==> src/hdl/pmst_pkg.sv <==
`timescale 1ns / 1ps
// Shared constants, types and codes for the MST cost engine.
// Used by pmst_ctrl, pmst_dp, prim_mst_cost and pmst_checker.
package pmst_pkg;

    localparam int MAX_NODES  = 16;
    localparam int CELLS      = MAX_NODES * MAX_NODES;
    localparam int NODE_W     = $clog2(MAX_NODES);
    localparam int CNT_W      = $clog2(MAX_NODES + 1);
    localparam int CELL_W     = $clog2(CELLS);
    localparam int LIDX_W     = $clog2(CELLS + 1);
    localparam int NC_W       = 5;
    localparam int SN_W       = 4;
    localparam int CMP_W      = (CNT_W > NC_W) ? CNT_W : NC_W;
    localparam int WEIGHT_W   = 32;
    localparam int CFG_IDX_W  = 2;
    localparam int CFG_DATA_W = 5;

    localparam logic [CFG_IDX_W-1:0] CFG_NODE_COUNT = 2'd0;
    localparam logic [CFG_IDX_W-1:0] CFG_START_NODE = 2'd1;

    localparam logic [NC_W-1:0]     NODE_COUNT_RST = 5'd16;
    localparam logic [SN_W-1:0]     START_NODE_RST = 4'd0;
    localparam logic [WEIGHT_W-1:0] NO_EDGE_COST   = 32'h7FFF_FFFF;

    typedef enum logic [2:0] {
        ST_LOAD,
        ST_INIT,
        ST_SCAN,
        ST_DRAIN,
        ST_ROUND,
        ST_FINISH
    } state_t;

    typedef struct packed {
        logic load_we;
        logic init;
        logic scan_issue;
        logic round_update;
        logic out_load;
    } cmd_t;

    typedef struct packed {
        logic init_stop;
        logic scan_last;
        logic found;
        logic round_last;
        logic out_free;
    } status_t;

endpackage

==> src/hdl/pmst_ctrl.sv <==
`timescale 1ns / 1ps
// Sequencer for the MST cost engine: load, init, scan rounds, finish.
// Depends on pmst_pkg; drives commands into pmst_dp.
module pmst_ctrl
(
    input  logic             clk,
    input  logic             rst_n,
    input  logic             in_valid,
    input  logic             last_entry,
    input  pmst_pkg::status_t status,
    output pmst_pkg::cmd_t   cmd,
    output logic             in_stall
);

    pmst_pkg::state_t state_reg;
    pmst_pkg::state_t state_next;

    always_ff @(posedge clk or negedge rst_n)
    begin
        if (!rst_n)
        begin
            state_reg <= pmst_pkg::ST_LOAD;
        end
        else
        begin
            state_reg <= state_next;
        end
    end

    always_comb
    begin
        state_next = state_reg;
        case (state_reg)
            pmst_pkg::ST_LOAD:
            begin
                if (in_valid && last_entry)
                begin
                    state_next = pmst_pkg::ST_INIT;
                end
            end
            pmst_pkg::ST_INIT:
            begin
                state_next = status.init_stop ? pmst_pkg::ST_FINISH : pmst_pkg::ST_SCAN;
            end
            pmst_pkg::ST_SCAN:
            begin
                if (status.scan_last)
                begin
                    state_next = pmst_pkg::ST_DRAIN;
                end
            end
            pmst_pkg::ST_DRAIN:
            begin
                state_next = pmst_pkg::ST_ROUND;
            end
            pmst_pkg::ST_ROUND:
            begin
                if (!status.found || status.round_last)
                begin
                    state_next = pmst_pkg::ST_FINISH;
                end
                else
                begin
                    state_next = pmst_pkg::ST_SCAN;
                end
            end
            pmst_pkg::ST_FINISH:
            begin
                if (status.out_free)
                begin
                    state_next = pmst_pkg::ST_LOAD;
                end
            end
            default:
            begin
                state_next = pmst_pkg::ST_LOAD;
            end
        endcase
    end

    always_comb
    begin
        cmd      = '0;
        in_stall = 1'b1;
        case (state_reg)
            pmst_pkg::ST_LOAD:
            begin
                in_stall    = 1'b0;
                cmd.load_we = in_valid;
            end
            pmst_pkg::ST_INIT:
            begin
                cmd.init = 1'b1;
            end
            pmst_pkg::ST_SCAN:
            begin
                cmd.scan_issue = 1'b1;
            end
            pmst_pkg::ST_DRAIN:
            begin
                cmd = '0;
            end
            pmst_pkg::ST_ROUND:
            begin
                cmd.round_update = status.found;
            end
            pmst_pkg::ST_FINISH:
            begin
                cmd.out_load = status.out_free;
            end
            default:
            begin
                cmd = '0;
            end
        endcase
    end

endmodule

==> config.mk <==
export PLATFORM = sky130hd
export DESIGN_NAME = pmst_ctrl
export DESIGN_NICKNAME = d
export VERILOG_FILES = /design/src/hdl/pmst_pkg.sv /design/src/hdl/pmst_ctrl.sv
export SDC_FILE = /design/constraint.sdc
export NUM_CORES = 1
export LEC_CHECK = 0
export ABC_CLOCK_PERIOD_IN_PS = 1000
export BUFFER_PORTS_ARGS = -buffer_cell sky130_fd_sc_hd__buf_4
export CORE_AREA = 2 2 39 41
export CTS_BUF_LIST = sky130_fd_sc_hd__clkbuf_4
export DETAILED_ROUTE_END_ITERATION = 10
export DIE_AREA = 0 0 41 43
export PLACE_DENSITY_LB_ADDON = 0.12
export SLEW_MARGIN = 15
export SYNTH_ARGS = -nofsm -noshare
export SYNTH_HDL_FRONTEND = slang
export SYNTH_SLANG_ARGS = --single-unit
==> constraint.sdc <==
create_clock -name clk -period 1 [get_ports clk]
set_input_delay 0.1 -clock clk [delete_from_list [all_inputs] [get_ports clk]]
set_output_delay 0.1 -clock clk [all_outputs]
set_load 0.02 [all_outputs]
==> results.py <==
metrics = {
    "run_status": {
        "status": "finished, violations left",
        "violations": "setup timing",
    },
    "synth": {
        "synth_warnings": 0,
        "ys_types": 21,
        "yosysMostFrequentCell": "nand2b_1",
        "synth_nets": 39,
        "synthCells": 30,
        "synth_edf_count": 0,
        "syn_area_per_cell_sq_um": 8.42,
        "yosysSeqAreaShare": 0.297,
        "ys.flop_type": "dfrtp_1",
        "ys_top_cells_by_area": "dfrtp_1, nand2b_1, nor3b_1, buf_6, or3_4",
        "yosys.area.top_type": "dfrtp_1",
        "ys_seq_elements": 3,
        "yosys.area.top_type_share": 0.297,
        "synthArstFlopShare": 1.00,
        "synthesis.area_sq_um": 253,
        "synth_top_cells_by_count": "nand2b_1, dfrtp_1",
    },
    "clock_network": {
        "clock-root-buffer": "clkbuf_4",
        "clk_pin_slew_ns": 0.04,
        "cts_buffers": 3,
        "clock_sinks": 3,
        "htree_levels": 1,
        "cts_buffer_depth": 2,
        "cts_tree": "done",
        "clock_latency_ns": 0.24,
    },
    "setup_path": {
        "crit_type": "reg2out",
        "r2r_cells": 5,
        "crit_arrival_ns": 1.22,
        "cp_max_fo": 2,
        "startpoint": "state_reg[0]$_DFFE_PN0P_",
        "cp_cell_sequence": "or3_4 > nor2_4 > buf_6",
        "cp-end-kind": "primary output",
        "worst_ep_required_time_ns": 0.90,
        "max_stage_delay_ns": 0.41,
        "cp-start-kind": "flip-flop",
        "crit_slowest_cell": "or3_4",
        "worstReg2RegStart": "state_reg[0]$_DFFE_PN0P_",
    },
    "routing": {
        "detail_route.iter0.violations": 2,
        "wire_per_inst_microns": 11.0,
        "routed_wl_microns": 800,
        "dr.pass1.iters": 2,
        "drc": 0,
        "vias": 322,
        "vias_per_cell": 4.41,
        "ant_nets": 0,
    },
    "global_routing": {
        "use_met2": 0.141,
        "grt-ovfl-total": 0,
        "grt_max_degree": 9,
        "busiest_layer": "met2",
        "use_met1": 0.119,
        "grt_pass1_wl_microns": 1180,
        "met3_usage": 0.0314,
        "grt_usage": 0.104,
        "grt_pass1_vias": 291,
        "antenna_found_initial": 0,
    },
    "die": {
        "die_width_microns": 41,
        "die_area_sq_um": 1760,
        "io-pin-count": 15,
        "rows": 14,
        "start_util": 0.183,
        "die_h_microns": 43,
        "core_sq_um": 1380,
    },
    "place": {
        "dpl.hpwl_microns": 571,
        "post-place-ws_ns": -0.0826,
        "dpl.cell_count": 63,
        "numPortBuffers": 14,
        "place_congestion": 0.763,
        "place_area_sq_um": 409,
    },
    "pwr": {
        "peakVddDrop_mv": 1.09,
        "power_density_nw_per_um2": 2900,
        "p_leak_nw": 0.266,
    },
    "sta": {
        "slew_headroom": 0.863,
        "setup_viol": 9,
        "skew_ns": 0.00171,
        "fin_crit_sh": 1.32,
        "clock.fmax_ghz": 0.755,
        "hold_viol": 0,
        "setup_ws_ns": -0.325,
        "rsz0062_at_grt": "yes",
        "worst_pin_slew_ns": 0.203,
        "slew_viol_final": 0,
        "min_period_ns": 1.32,
    },
    "min_path": {
        "timing.hold.worst_path_depth": 2,
        "holdCritStartpoint": "status[4]",
        "worstHoldPathType": "in2reg",
    },
    "job": {
        "drv_cap": 0,
    },
    "finish": {
        "fin_util": 0.416,
        "antenna_cells": 0,
        "largest_reg_flops": 3,
        "finalNonFillerCells": 73,
        "drive_gt1_frac": 0.719,
        "fin_nets": 67,
        "syn2layout_area_growth_pct": 128,
        "num-fill-cells": 155,
        "stdcell_area_sq_um": 576,
    },
}
-- cell type report --
type                            count  area [sq um]  share of cell area
Multi-Input combinational cell     23           223               0.387
Timing Repair Buffer               25           220               0.383
Sequential cell                     3          75.1               0.130
Clock buffer                        4          30.0              0.0522
Tap cell                           16          20.0              0.0348
Inverter                            2          7.51              0.0130
-- worst max-delay path: cells and delay by family, from the launching register on --
kind	cells	cell delay, ns
buffers and inverters	1	0.12
DFF	1	0.38
and+or+nand+nor	2	0.50
-- metrics by stage --
step	setup TNS (ns)	power [mW]	hold slack [ns]
2_1_floorplan	-0.397	0.745	-0.196
3_3_place_gp	-0.433	1.02	-0.110
3_5_place_dp	-0.464	1.02	-0.109
4_1_cts	-2.04	1.46	0.0928
5_1_grt	-2.44	1.79	0.0879
6_report	-2.00	1.67	0.0968
-- repair_timing --
item | in CTS | in global routing
pin swaps | 6 | 5
hold buffers | 1 | 0
setup buffers | 3 | 2
resized for setup | 7 | 14
endpoints found under the hold margin | 3 | 0
setup endpoints to repair | 9 | 9
-- routing by layer --
metal | up-vias | wire length, microns
li1 | 164 | -
met1 | 148 | 313
met2 | 8 | 438
met3 | 2 | 32
met4 | 0 | 15
met5 | - | 0
-- logic make-up after synthesis --
logic type / count (synthesis) / share of synthesized area
buffers and inverters: 4 / 0.0940
AOI/OAI and AO/OA: 9 / 0.248
DFF: 3 / 0.297
and+or+nand+nor: 14 / 0.361
-- final timing paths --
path | to | slack [ns]
setup reg to reg | state_reg[0]$_DFFE_PN0P_ | -0.16
max in group asynchronous | state_reg[2]$_DFFE_PN0P_ | 0.72
hold / removal | state_reg[1]$_DFFE_PN0P_ | 0.1
min in group asynchronous | state_reg[0]$_DFFE_PN0P_ | 0.18
hold reg to reg | state_reg[0]$_DFFE_PN0P_ | 0.60
setup / recovery | cmd[4] | -0.32
-- where the power goes --
part	internal (mW)	switching [mW]	leakage [nW]	total, mW
logic	0.662	0.549	0.209	1.21
clock network	0.177	0.0683	0.0184	0.245
registers	0.174	0.0408	0.0383	0.215
total	1.01	0.658	0.266	1.67
-- layout by cell type (no fill, tap or decap), types with 2 or more instances in the layout --
cell,instances
clkbuf_4,4
buf_6,6
inv_1,2
nor3b_2,2
o21ai_2,2
dfrtp_1,3
nand2b_1,2
nor2_4,3
buf_4,17
nand2b_4,2
(Power assumes the default switching activity.)
